### src/rtl/core/prefixed_length_frame_receiver_unit_assert.svh
// Assertion macros for the frame receiver back end (plfr_back).
`ifndef PREFIXED_LENGTH_FRAME_RECEIVER_UNIT_ASSERT_SVH
`define PREFIXED_LENGTH_FRAME_RECEIVER_UNIT_ASSERT_SVH

// Check a property on every rising edge outside reset.
`define PLFR_ASSERT(lbl, clk, rst_n, prop, msg) \
    lbl: assert property (@(posedge clk) disable iff (!rst_n) prop) else $error(msg);

// Check a property on every rising edge, reset included.
`define PLFR_ASSERT_ALWAYS(lbl, clk, prop, msg) \
    lbl: assert property (@(posedge clk) prop) else $error(msg);

`endif

### src/rtl/core/plfr_pkg.sv
package plfr_pkg;

    localparam int MAX_FRAME = 64;
    localparam int MIN_FRAME = 4;
    localparam int Q_DEPTH   = 2;

    localparam logic [7:0]  START_BYTE   = 8'h53;
    localparam logic [7:0]  SUFFIX_BYTE  = 8'h45;
    localparam logic [8:0]  LEN_OVERHEAD = 9'd2;
    localparam logic [15:0] TIMEOUT_RST  = 16'd100;

    localparam logic [3:0] EV_NONE      = 4'd0;
    localparam logic [3:0] EV_STORED    = 4'd1;
    localparam logic [3:0] EV_GOOD      = 4'd2;
    localparam logic [3:0] EV_BADSUFFIX = 4'd3;
    localparam logic [3:0] EV_DROPPED   = 4'd4;
    localparam logic [3:0] EV_OVERFLOW  = 4'd5;
    localparam logic [3:0] EV_TIMEOUT   = 4'd6;
    localparam logic [3:0] EV_HOLDEND   = 4'd7;
    localparam logic [3:0] EV_IGNORED   = 4'd8;

    typedef struct packed {
        logic        func;
        logic [7:0]  rx_byte;
        logic [31:0] now_ms;
    } t_req;

    typedef struct packed {
        logic [3:0] event_res;
        logic [7:0] out_byte;
        logic [5:0] byte_pos;
        logic [8:0] frame_len;
    } t_rsp;

    // Classified request handed from front to back.
    typedef struct packed {
        logic        is_tick;
        logic        is_start;
        logic        is_suffix;
        logic [7:0]  rx_byte;
        logic [31:0] now_ms;
        logic [31:0] deadline_ms;
    } t_cmd;

endpackage

### src/rtl/core/plfr_front.sv
module plfr_front (
    input  logic              i_clk,
    input  logic              i_rst_n,
    input  logic              i_cfg_we,
    input  logic [15:0]       i_cfg_data,
    input  plfr_pkg::t_req    i_req,
    output plfr_pkg::t_cmd    o_cmd
);

    logic [15:0] r_timeout;

    always_ff @(posedge i_clk) begin
        if (!i_rst_n) begin
            r_timeout <= plfr_pkg::TIMEOUT_RST;
        end else if (i_cfg_we) begin
            r_timeout <= i_cfg_data;
        end
    end

    // Classify the request and precompute the candidate deadline.
    always_comb begin
        o_cmd.is_tick     = i_req.func;
        o_cmd.is_start    = (i_req.rx_byte == plfr_pkg::START_BYTE);
        o_cmd.is_suffix   = (i_req.rx_byte == plfr_pkg::SUFFIX_BYTE);
        o_cmd.rx_byte     = i_req.rx_byte;
        o_cmd.now_ms      = i_req.now_ms;
        o_cmd.deadline_ms = i_req.now_ms + 32'(r_timeout);
    end

endmodule

### src/rtl/core/plfr_queue.sv
module plfr_queue (
    input  logic              i_clk,
    input  logic              i_rst_n,
    input  logic              i_push,
    input  plfr_pkg::t_cmd    i_data,
    output logic              o_full,
    output logic              o_valid,
    output plfr_pkg::t_cmd    o_data,
    input  logic              i_pop
);

    localparam int PTR_W = $clog2(plfr_pkg::Q_DEPTH);
    localparam int CNT_W = $clog2(plfr_pkg::Q_DEPTH + 1);

    plfr_pkg::t_cmd   r_mem [plfr_pkg::Q_DEPTH];
    logic [PTR_W-1:0] r_wr;
    logic [PTR_W-1:0] r_rd;
    logic [CNT_W-1:0] r_cnt;

    assign o_full  = (r_cnt == CNT_W'(plfr_pkg::Q_DEPTH));
    assign o_valid = (r_cnt != '0);
    assign o_data  = r_mem[r_rd];

    always_ff @(posedge i_clk) begin
        if (!i_rst_n) begin
            r_wr  <= '0;
            r_rd  <= '0;
            r_cnt <= '0;
        end else begin
            if (i_push) begin
                r_wr <= (r_wr == PTR_W'(plfr_pkg::Q_DEPTH - 1)) ? '0 : r_wr + 1'b1;
            end
            if (i_pop) begin
                r_rd <= (r_rd == PTR_W'(plfr_pkg::Q_DEPTH - 1)) ? '0 : r_rd + 1'b1;
            end
            if (i_push && !i_pop) begin
                r_cnt <= r_cnt + 1'b1;
            end else if (i_pop && !i_push) begin
                r_cnt <= r_cnt - 1'b1;
            end
        end
    end

    always_ff @(posedge i_clk) begin
        if (i_push) begin
            r_mem[r_wr] <= i_data;
        end
    end

endmodule

### src/rtl/core/plfr_back.sv
`include "prefixed_length_frame_receiver_unit_assert.svh"

module plfr_back #(
    parameter int MAX_FRAME = plfr_pkg::MAX_FRAME,
    parameter int MIN_FRAME = plfr_pkg::MIN_FRAME
) (
    input  logic              i_clk,
    input  logic              i_rst_n,
    input  logic              i_valid,
    input  plfr_pkg::t_cmd    i_cmd,
    output logic              o_pop,
    output logic              o_valid,
    output plfr_pkg::t_rsp    o_rsp,
    input  logic              i_stall
);

    localparam int IDX_W = $clog2(MAX_FRAME + 1);
    localparam int CMP_W = 10;

    logic             r_holdoff, n_holdoff;
    logic [IDX_W-1:0] r_idx, n_idx;
    logic [8:0]       r_exp, n_exp;
    logic [31:0]      r_deadline, n_deadline;
    logic             r_timer, n_timer;
    logic             r_valid;
    plfr_pkg::t_rsp   r_rsp, n_rsp;

    logic [31:0]      dl_diff;
    logic             dl_passed;
    logic [CMP_W-1:0] idx_inc;

    assign o_pop   = i_valid && (!r_valid || !i_stall);
    assign o_valid = r_valid;
    assign o_rsp   = r_rsp;

    assign dl_diff   = i_cmd.now_ms - r_deadline;
    assign dl_passed = (dl_diff != '0) && !dl_diff[31];
    assign idx_inc   = CMP_W'(r_idx) + CMP_W'(1);

    always_comb begin
        n_holdoff  = r_holdoff;
        n_idx      = r_idx;
        n_exp      = r_exp;
        n_deadline = r_deadline;
        n_timer    = r_timer;
        n_rsp      = '0;
        if (i_cmd.is_tick) begin
            if (r_holdoff) begin
                if (dl_passed) begin
                    n_holdoff       = 1'b0;
                    n_rsp.event_res = plfr_pkg::EV_HOLDEND;
                end else begin
                    n_rsp.event_res = plfr_pkg::EV_NONE;
                end
            end else if (r_timer && dl_passed) begin
                n_idx           = '0;
                n_exp           = '0;
                n_timer         = 1'b0;
                n_deadline      = i_cmd.deadline_ms;
                n_holdoff       = 1'b1;
                n_rsp.event_res = plfr_pkg::EV_TIMEOUT;
            end else begin
                n_rsp.event_res = plfr_pkg::EV_NONE;
            end
        end else if (r_holdoff) begin
            n_rsp.event_res = plfr_pkg::EV_IGNORED;
        end else if (r_idx >= IDX_W'(MAX_FRAME)) begin
            n_idx           = '0;
            n_exp           = '0;
            n_rsp.event_res = plfr_pkg::EV_OVERFLOW;
        end else if ((r_idx == '0) && !i_cmd.is_start) begin
            n_exp           = 9'(MIN_FRAME);
            n_rsp.event_res = plfr_pkg::EV_DROPPED;
        end else begin
            if (r_idx == '0) begin
                n_exp   = 9'(MIN_FRAME);
                n_timer = 1'b1;
            end else if (r_idx == IDX_W'(1)) begin
                n_exp = 9'(i_cmd.rx_byte) + plfr_pkg::LEN_OVERHEAD;
            end
            n_deadline      = i_cmd.deadline_ms;
            n_idx           = IDX_W'(idx_inc);
            n_rsp.event_res = plfr_pkg::EV_STORED;
            // Close the frame when the count reaches the expected size.
            if (idx_inc == CMP_W'(n_exp)) begin
                n_idx           = '0;
                n_timer         = 1'b0;
                n_rsp.event_res = i_cmd.is_suffix ? plfr_pkg::EV_GOOD
                                                  : plfr_pkg::EV_BADSUFFIX;
            end
            n_rsp.out_byte  = i_cmd.rx_byte;
            n_rsp.byte_pos  = 6'(r_idx);
            n_rsp.frame_len = n_exp;
        end
    end

    always_ff @(posedge i_clk) begin
        if (!i_rst_n) begin
            r_holdoff  <= 1'b0;
            r_idx      <= '0;
            r_exp      <= '0;
            r_deadline <= '0;
            r_timer    <= 1'b0;
            r_valid    <= 1'b0;
        end else if (o_pop) begin
            r_holdoff  <= n_holdoff;
            r_idx      <= n_idx;
            r_exp      <= n_exp;
            r_deadline <= n_deadline;
            r_timer    <= n_timer;
            r_valid    <= 1'b1;
        end else if (!i_stall) begin
            r_valid    <= 1'b0;
        end
    end

    always_ff @(posedge i_clk) begin
        if (o_pop) begin
            r_rsp <= n_rsp;
        end
    end

    `PLFR_ASSERT(a_idx_range, i_clk, i_rst_n, (r_idx <= IDX_W'(MAX_FRAME)), "frame index past buffer size")
    `PLFR_ASSERT(a_holdoff_timer, i_clk, i_rst_n, (r_holdoff |-> !r_timer), "timer running during hold-off")
    `PLFR_ASSERT(a_frame_timer, i_clk, i_rst_n, ((r_idx != '0) |-> (r_timer && (r_exp != '0))), "open frame without timer or size")

endmodule

### src/rtl/core/prefixed_length_frame_receiver_unit.sv
// Length-prefixed frame receiver.
// Input channel: i_valid / o_stall carry one request (i_req): a received byte
// (func 0) or a time check tick (func 1), each with the current ms time.
// Output channel: o_valid / i_stall carry exactly one response (o_rsp) per
// request, in order: an event code, and for stored bytes the byte, its
// position and the expected frame size.
// Configuration: i_cfg_we / i_cfg_data write the 16-bit timeout; write it
// only while no request is in flight.
// Path: an accepted request is written into the queue; the back end then
// pops it and registers the response in the output register.
// Throughput: one request per cycle; the back end updates frame state once
// per request as it pops it, and the two-entry queue plus output register
// keep a request flowing every cycle while the receiver is ready.
// Stall: a stalled response holds in the output register; the queue absorbs
// up to two more requests, then o_stall rises.
// Reset: synchronous, active low; clears the queue, the output valid and
// all frame state, and restores the timeout to 100 ms.
module prefixed_length_frame_receiver_unit #(
    parameter int MAX_FRAME = plfr_pkg::MAX_FRAME,
    parameter int MIN_FRAME = plfr_pkg::MIN_FRAME
) (
    input  logic              i_clk,
    input  logic              i_rst_n,
    input  logic              i_valid,
    output logic              o_stall,
    input  plfr_pkg::t_req    i_req,
    output logic              o_valid,
    input  logic              i_stall,
    output plfr_pkg::t_rsp    o_rsp,
    input  logic              i_cfg_we,
    input  logic [15:0]       i_cfg_data
);

    plfr_pkg::t_cmd front_cmd;
    plfr_pkg::t_cmd q_cmd;
    logic           q_full;
    logic           q_valid;
    logic           q_pop;
    logic           push;

    // Take a request whenever the queue has room.
    assign o_stall = q_full;
    assign push    = i_valid && !q_full;

    // Classify the request and precompute its deadline.
    plfr_front u_front (
        .i_clk      (i_clk),
        .i_rst_n    (i_rst_n),
        .i_cfg_we   (i_cfg_we),
        .i_cfg_data (i_cfg_data),
        .i_req      (i_req),
        .o_cmd      (front_cmd)
    );

    // Decouple front from back so either side can stall alone.
    plfr_queue u_queue (
        .i_clk   (i_clk),
        .i_rst_n (i_rst_n),
        .i_push  (push),
        .i_data  (front_cmd),
        .o_full  (q_full),
        .o_valid (q_valid),
        .o_data  (q_cmd),
        .i_pop   (q_pop)
    );

    // Advance the frame state and register the response.
    plfr_back #(
        .MAX_FRAME (MAX_FRAME),
        .MIN_FRAME (MIN_FRAME)
    ) u_back (
        .i_clk   (i_clk),
        .i_rst_n (i_rst_n),
        .i_valid (q_valid),
        .i_cmd   (q_cmd),
        .o_pop   (q_pop),
        .o_valid (o_valid),
        .o_rsp   (o_rsp),
        .i_stall (i_stall)
    );

endmodule

### config.mk
export PLATFORM = sky130hd
export DESIGN_NAME = prefixed_length_frame_receiver_unit
export DESIGN_NICKNAME = d
export VERILOG_FILES = /design/src/rtl/core/plfr_pkg.sv /design/src/rtl/core/plfr_front.sv /design/src/rtl/core/plfr_queue.sv /design/src/rtl/core/plfr_back.sv /design/src/rtl/core/prefixed_length_frame_receiver_unit.sv
export VERILOG_INCLUDE_DIRS = /design/src /design/src/rtl/core
export SDC_FILE = /design/constraint.sdc
export NUM_CORES = 1
export LEC_CHECK = 0
export ABC_AREA = 1
export ABC_CLOCK_PERIOD_IN_PS = 12900
export BUFFER_PORTS_ARGS = -buffer_cell sky130_fd_sc_hd__buf_4
export CAP_MARGIN = 5
export CORE_AREA = 3 3 178 180
export CTS_BUF_LIST = sky130_fd_sc_hd__clkbuf_4 sky130_fd_sc_hd__clkbuf_8
export CTS_CLUSTER_SIZE = 14
export DETAILED_ROUTE_END_ITERATION = 10
export DIE_AREA = 0 0 181 183
export PLACE_DENSITY = 0.63
export SYNTH_ARGS = -nofsm -noshare
export SYNTH_HDL_FRONTEND = slang
export SYNTH_SLANG_ARGS = --single-unit
### constraint.sdc
create_clock -name i_clk -period 12.9 [get_ports i_clk]
set_input_delay 1.935 -clock i_clk [delete_from_list [all_inputs] [get_ports i_clk]]
set_output_delay 1.935 -clock i_clk [all_outputs]
set_load 0.1 [all_outputs]
==> results of run 1 <==
==> cells in the final DEF (no fill, tap or decap), types with 3 or more instances in the layout <==
cell type   Yosys  final
ha_1           52     52
nor2_1        246    244
clkbuf_4        0     16
o21ai_0        42     42
clkinv_2        0      5
xor2_1         32     32
xnor2_1        18     18
a21oi_1        52     52
nand3_2         4      4
bufinv_16       0      3
clkinvlp_4      0      3
nor2_2          4      4
inv_2           5      6
nand4_1        21     21
dfxtp_1        72     71
o21ai_1         3      3
nand2_2        14     14
edfxtp_1      177    177
clkinv_1        3      8
inv_1         223    222
or2_2           3      3
and2_1          5      5
mux2i_1         4      4
clkbuf_8        0     43
nor3_1         13     13
o21bai_1        6      6
buf_4           1     96
nand2_1       605    605
nand3_1        56     56
nor4_1          4      4
==> flip-flops by register name, indices dropped and copies added, names as in the netlist, named ones only <==
name,count
u_back.r_timer,1
u_queue.r_mem,150
u_front.r_timeout,16
u_back.o_valid,1
u_queue.r_rd,1
u_back.r_holdoff,1
u_back.r_exp,9
u_back.r_deadline,32
u_back.r_idx,7
u_queue.r_wr,1
u_queue.r_cnt,2
u_back.o_rsp,27
==> worst max path at each step <==
stage | start | to | slack [ns]
after floorplan | i_valid | u_queue.r_mem[1][0]$_DFFE_PP_ | 7.16
after global placement | i_req[0] | u_queue.r_mem[0][28]$_DFFE_PP_ | 8.09
after detailed placement | i_req[0] | u_queue.r_mem[0][28]$_DFFE_PP_ | 8.05
after CTS | flip-flop | u_back.r_deadline[23]$_SDFFE_PN0P_ | 8.27
after global routing | flip-flop | u_back.r_deadline[12]$_SDFFE_PN0P_ | 7.78
final | flip-flop | u_back.r_deadline[23]$_SDFFE_PN0P_ | 8.28
==> worst register-to-register path, cell delays in order (launching register included) <==
cell,delay (ns)
dfxtp_2,0.33
buf_4,0.66
mux2i_1,0.28
ha_1,0.26
fa_1,0.42
inv_1,0.12
nand3_1,0.07
nand3_1,0.15
nand2_1,0.07
nand2_1,0.18
nand2_1,0.10
nand2_1,0.09
xor2_1,0.16
nor2_1,0.06
nand2_1,0.07
nor2_1,0.06
nand3_2,0.13
nand3_2,0.12
nand2_4,0.12
nand3_4,0.61
nor2_1,0.38
nor2_1,0.07
==> final cells by class <==
type | count | area share
timing repair buffer | 96 | 0.0466
tap | 396 | 0.0320
clock buffer | 59 | 0.0460
sequential | 249 | 0.437
inverter | 231 | 0.0561
multi-input combinational | 1200 | 0.371
clock inverter | 17 | 0.0108
==> through the flow <==
| step | area [um^2] | hold WS, ns | worst slack [ns] | utilization |
|---|---|---|---|---|
| 5_1_grt | 15500 | 0.467 | 7.78 | 0.509 |
| 4_1_cts | 15500 | 0.448 | 8.27 | 0.509 |
| 3_5_place_dp | 14600 | 0.440 | 8.05 | 0.480 |
| 2_1_floorplan | 13500 | 0.426 | 7.16 | - |
| 3_3_place_gp | 14600 | 0.425 | 8.09 | 0.480 |
| 6_report | 15500 | 0.446 | 8.28 | 0.509 |
==> routing by layer <==
metal  vias up  global-route usage  share of wire
li1       5631                   -              -
met1      4987               0.259           0.46
met2       236               0.321           0.47
met3        54              0.0292          0.050
met4         2              0.0533          0.021
met5         -                   0        0.00041
==> cell families (layout without fill, tap and decap cells) <==
kind of cell,Yosys count,in the layout
AND/OR/NAND/NOR,984,984
AO/OA/AOI/OAI,108,108
multiplexers,4,4
XOR/XNOR,50,50
buffers and inverters,265,403
adder cells (fa/ha/maj),54,54
flip-flops,249,249
==> synth_stat cells (2+ instances only) <==
| master | count |
|---|---|
| or2_2 | 3 |
| inv_2 | 5 |
| nor3_2 | 2 |
| dfxtp_1 | 72 |
| mux2i_1 | 4 |
| o21bai_1 | 6 |
| nand2_1 | 605 |
| nand3_2 | 4 |
| nand2_2 | 14 |
| inv_1 | 223 |
| xor2_1 | 32 |
| xnor2_1 | 18 |
| edfxtp_1 | 177 |
| o21ai_0 | 42 |
| a21oi_1 | 52 |
| and2_1 | 5 |
| clkinv_1 | 3 |
| clkbuf_1 | 21 |
| nand4_1 | 21 |
| nand3_1 | 56 |
| ha_1 | 52 |
| buf_6 | 6 |
| nor2_2 | 4 |
| nor2_1 | 246 |
| buf_2 | 5 |
| o221ai_1 | 2 |
| o21ai_1 | 3 |
| nor3_1 | 13 |
| nand2_4 | 2 |
| nor4_1 | 4 |
| fa_1 | 2 |
==> out/metrics.csv, run 1 <==
metric;value;unit
grtUsageTotal;0.191;
status;completed;
clk_transition_reported_paths;0.06;ns
grt_setup_unrepaired;no;
drive_above_1_share;0.112;
slew_headroom;0.376;
clockBufferDepth;3;
start_kind;flip-flop;
synth_xor_area_frac;0.0324;
async_reset_ff_frac;0;
reg2reg_depth;21;
synth_top_family_by_area;simple AND/OR/NAND/NOR gates;
core;30300;um^2
die_x;181;um
fin_worst_skew;0.0171;ns
synth-simple-area-share;0.294;
seqCellArea;6760;um^2
holdPathStages;1;
cts_tree;built;
fmax;216;MHz
drtAntennaViolNets;0;
cp_max_fo;76;
grt_overflow;0;
vias_per_cell;4.85;
ys_warn_count;0;
ys_seq_area_frac;0.499;
dp.cells;2172;
row_count;64;
die_area;33100;um^2
worstSkewPairLatency;0.54;ns
wl_per_cell;14.3;um
synth-adder-area-share;0.0510;
crit_type;flip-flop to flip-flop;
pin_count;91;
vias;10900;
setup_tns;0;ns
nNetsFinal;1935;
hold_viol;0;
crit_path_end_kind;flip-flop;
routed_wl;32.0;mm
synth_ff_type;edfxtp_1;
cp.arrival;5.03;ns
post-route-period-util;0.359;
synth_area_leaders;edfxtp_1, nand2_1, dfxtp_1;
synth_compound_gate_area_share;0.0423;
gp_congestion;0.898;
grt_pass1_vias;10300;
multi_input_comb_area;5740;um^2
cts.sinks;249;
cp_num_buf_inv;2;
synthCells;1714;
cp_slowest_cell;buf_4;
cts_buffers;41;
cts_max_level;2;
crit_cells;21;
finalNonFillerCells;2248;
cts_resized;0;
clockRootBuffer;clkbuf_8;
yosysTopAreaCellShare;0.393;
synth_top_area_cell;edfxtp_1;
drt-initial-drc-count;623;
cts_setup_buffers;0;
fill_cells;2875;
hold_class;flip-flop to flip-flop;
portBuffers;90;
grt_start_max_net_pins;77;
antenna_found_initial;1;
ys_types;41;
syn_area_per_cell;7.89;um^2
cap_violations;0;
crit_family;simple AND/OR/NAND/NOR gates;
setup_viol;0;
holdBufCountCts;0;
antenna_cells;0;
required;13.31;ns
drt_first_pass_iters;5;
cp_cell_sequence;buf_4 -> mux2i_1 -> ha_1 -> fa_1 -> inv_1 -> nand3_1 -> nand3_1 -> nand2_1 -> nand2_1 -> nand2_1 -> nand2_1 -> xor2_1 -> nor2_1 -> nand2_1 -> nor2_1 -> nand3_2 -> nand3_2 -> nand2_4 -> nand3_4 -> nor2_1 -> nor2_1;
detailed_place_hpwl;23.0;mm
tightest_slew;0.936;ns
ys_seq_elements;249;
worst_path_largest_cell_delay;0.66;ns
area_growth;14.3;%
finalMaxSlewViolations;0;
synth_edf_count;177;
die_y;183;um
syn_nets;1830;
syn_area;13500;um^2
grt_pass1_wl;51.8;mm
synthMuxAreaShare;0.00296;
r2r_end;u_back.r_deadline[23]$_SDFFE_PN0P_;
drc;0;
hp-start;u_queue.r_rd$_SDFFE_PN0P_;
timing.critical_path.mode_cell;nand2_1;
start_util;0.446;
fin_crit;4.62;ns
ff2ff_setup_slack;8.28;ns
Power of run 1 is not shown: default switching activity piles up to over one toggle a cycle in this logic, so the estimate is an artifact.
==> run 2: changes to the inputs <==
Settings changed: ABC_CLOCK_PERIOD_IN_PS 12900 to 4000, PLACE_DENSITY 0.63 to 0.65.
Clock period 12.9 ns to 4 ns, I/O delays scaled along.
==> run 2 against run 1 <==
Compared with the run above:
- wire length grew 1.7%
- cell area grew 0.83%
- sequential cell count is the same
- sequential share of layout area shrank 0.35 points
- clock skew grew 0.0071 ns
- core utilization grew 0.42 points
==> out/metrics.csv, run 2 (synthesized netlist as in run 1, its figures left out) <==
metric;value;unit;change
status;completed;;
slew_headroom;0.212;;-0.163
drive_above_1_share;0.116;;+0.00401
cp_max_fo;37;;-51%
cp_cell_sequence;inv_2 -> buf_12 -> nand2_1 -> nand2_1 -> ha_1 -> nand2_1 -> nor2_1 -> nand3_1 -> nand3_1 -> nand2_1 -> nand4_1 -> nand2_1 -> nor2_1 -> nand2_1 -> nor2_1 -> nand3_2 -> nand3_2 -> nand2_4 -> nand3_4 -> buf_12 -> nand2_1 -> nand2_1 -> nor2_1;;
grtUsageTotal;0.194;;+0.00295
largest_reg_flops;150;;unchanged
layout_setup_ws;0.326;ns;-7.95 ns
start_kind;flip-flop;;
gp_congestion;0.955;;+6.3%
reg2reg_depth;23;;+9.5%
cts_setup_buffers;0;;unchanged
detailed_place_hpwl;23.6;mm;+2.6%
hold_end;u_queue.r_mem[1][74]$_DFFE_PP_;;
pre_cts_ws;0.398;ns;-7.66 ns
cts_tree;built;;
clockBufferDepth;3;;unchanged
grt_pass1_wl;52.9;mm;+2.2%
fin_crit;3.67;ns;-0.951 ns
fill_cells;2863;;-0.42%
hold_viol;0;;unchanged
drt-initial-drc-count;793;;+27%
setup_viol;0;;unchanged
post-route-period-util;0.918;;+0.560
hold_class;input port to flip-flop;;
clockRootBuffer;clkbuf_8;;
setup_tns;0;ns;unchanged
area_growth;15.2;%;
placed_area;14700;um^2;+0.77%
cp.arrival;4.10;ns;-0.93 ns
holdPathStages;1;;unchanged
cts_max_level;2;;unchanged
seqCellArea;6760;um^2;about the same
regMostFlops;u_queue.r_mem;;
vias;10900;;+0.32%
finalInstanceArea;15600;um^2;+0.83%
fmax;272;MHz;+26%
die_area;33100;um^2;unchanged
drtAntennaViolNets;0;;unchanged
final_cell_mix;nand2_1, nor2_1, inv_1;;
grt_setup_unrepaired;no;;
worstSkewPairLatency;0.55;ns;about the same
wl_per_cell;14.5;um;+1.5%
portBuffers;90;;unchanged
start_util;0.446;;unchanged
required;4.43;ns;-8.88 ns
ff2ff_setup_slack;0.33;ns;-7.95 ns
pin_count;91;;unchanged
hp-start;i_req[40];;
r2r_end;u_back.r_deadline[14]$_SDFFE_PN0P_;;
cap_violations;0;;unchanged
cts.sinks;249;;unchanged
cp_num_buf_inv;3;;+1
tightest_slew;1.18;ns;+0.244 ns
finalMaxSlewViolations;0;;unchanged
grt_pass1_vias;10900;;+5.9%
drc;0;;unchanged
crit_type;flip-flop to flip-flop;;
crit_path_end_kind;flip-flop;;
clk_transition_reported_paths;0.06;ns;about the same
worst_path_largest_cell_delay;0.42;ns;-0.24 ns
cts_buffers;41;;unchanged
antenna_found_initial;0;;-1
core;30300;um^2;unchanged
die_x;181;um;unchanged
fin_worst_skew;0.0241;ns;+0.00706 ns
die_y;183;um;unchanged
row_count;64;;unchanged
grt_overflow;0;;unchanged
routed_wl;32.6;mm;+1.7%
nNetsFinal;1941;;+0.31%
cp_slowest_cell;dfxtp_4;;
vias_per_cell;4.86;;about the same
grt_start_max_net_pins;68;;-12%
crit_family;simple AND/OR/NAND/NOR gates;;
timing.critical_path.mode_cell;nand2_1;;
drt_first_pass_iters;5;;unchanged
antenna_cells;0;;unchanged
multi_input_comb_area;5750;um^2;+0.13%
layout_commonest_cell;nand2_1;;
-- run 2: through the flow --
step	cells	hold slack, ns	utilization
5_1_grt	2253	0.221	0.514
2_1_floorplan	1714	0.426	-
3_3_place_gp	2177	0.436	0.484
3_5_place_dp	2177	0.451	0.484
4_1_cts	2252	0.216	0.513
6_report	2253	0.251	0.514
-- run 2: worst max-delay path by stage --
stage / to / depth (start not counted)
floorplan: u_back.r_deadline[18]$_SDFFE_PN0P_ / 25
global placement: u_back.r_deadline[14]$_SDFFE_PN0P_ / 24
detailed placement: u_queue.r_mem[1][28]$_DFFE_PP_ / 14
CTS: u_back.r_deadline[14]$_SDFFE_PN0P_ / 24
global route: u_back.r_deadline[13]$_SDFFE_PN0P_ / 24
finish: u_back.r_deadline[14]$_SDFFE_PN0P_ / 23
-- run 2: cell type report --
type | instances | share of cell area
clock buffers | 59 | 0.0465
clock inverters | 16 | 0.00875
inverters | 231 | 0.0556
multi-input cells | 1200 | 0.369
flip-flops and latches | 249 | 0.434
well taps | 396 | 0.0318
repair buffers | 102 | 0.0551
-- run 2: timing repair --
action,4_1_cts,5_1_grt
gates resized for setup,0,3
setup endpoints to repair,0,1
hold buffers,0,0
-- run 2: routing by layer --
layer / up-vias / global-route usage / share of wire
met5: - / 0 / 0
met4: 0 / 0.0582 / 0.022
met2: 236 / 0.335 / 0.47
met1: 5004 / 0.252 / 0.46
li1: 5651 / - / -
met3: 54 / 0.0321 / 0.049
-- run 2: worst register-to-register path, stage by stage, from the launching register on --
cell,delay [ns]
dfxtp_4,0.42
inv_2,0.08
buf_12,0.17
nand2_1,0.09
nand2_1,0.05
ha_1,0.36
nand2_1,0.12
nor2_1,0.28
nand3_1,0.19
nand3_1,0.25
nand2_1,0.13
nand4_1,0.10
nand2_1,0.07
nor2_1,0.11
nand2_1,0.05
nor2_1,0.16
nand3_2,0.16
nand3_2,0.13
nand2_4,0.08
nand3_4,0.16
buf_12,0.20
nand2_1,0.09
nand2_1,0.06
nor2_1,0.05
Power of run 2 is left out for the same reason.
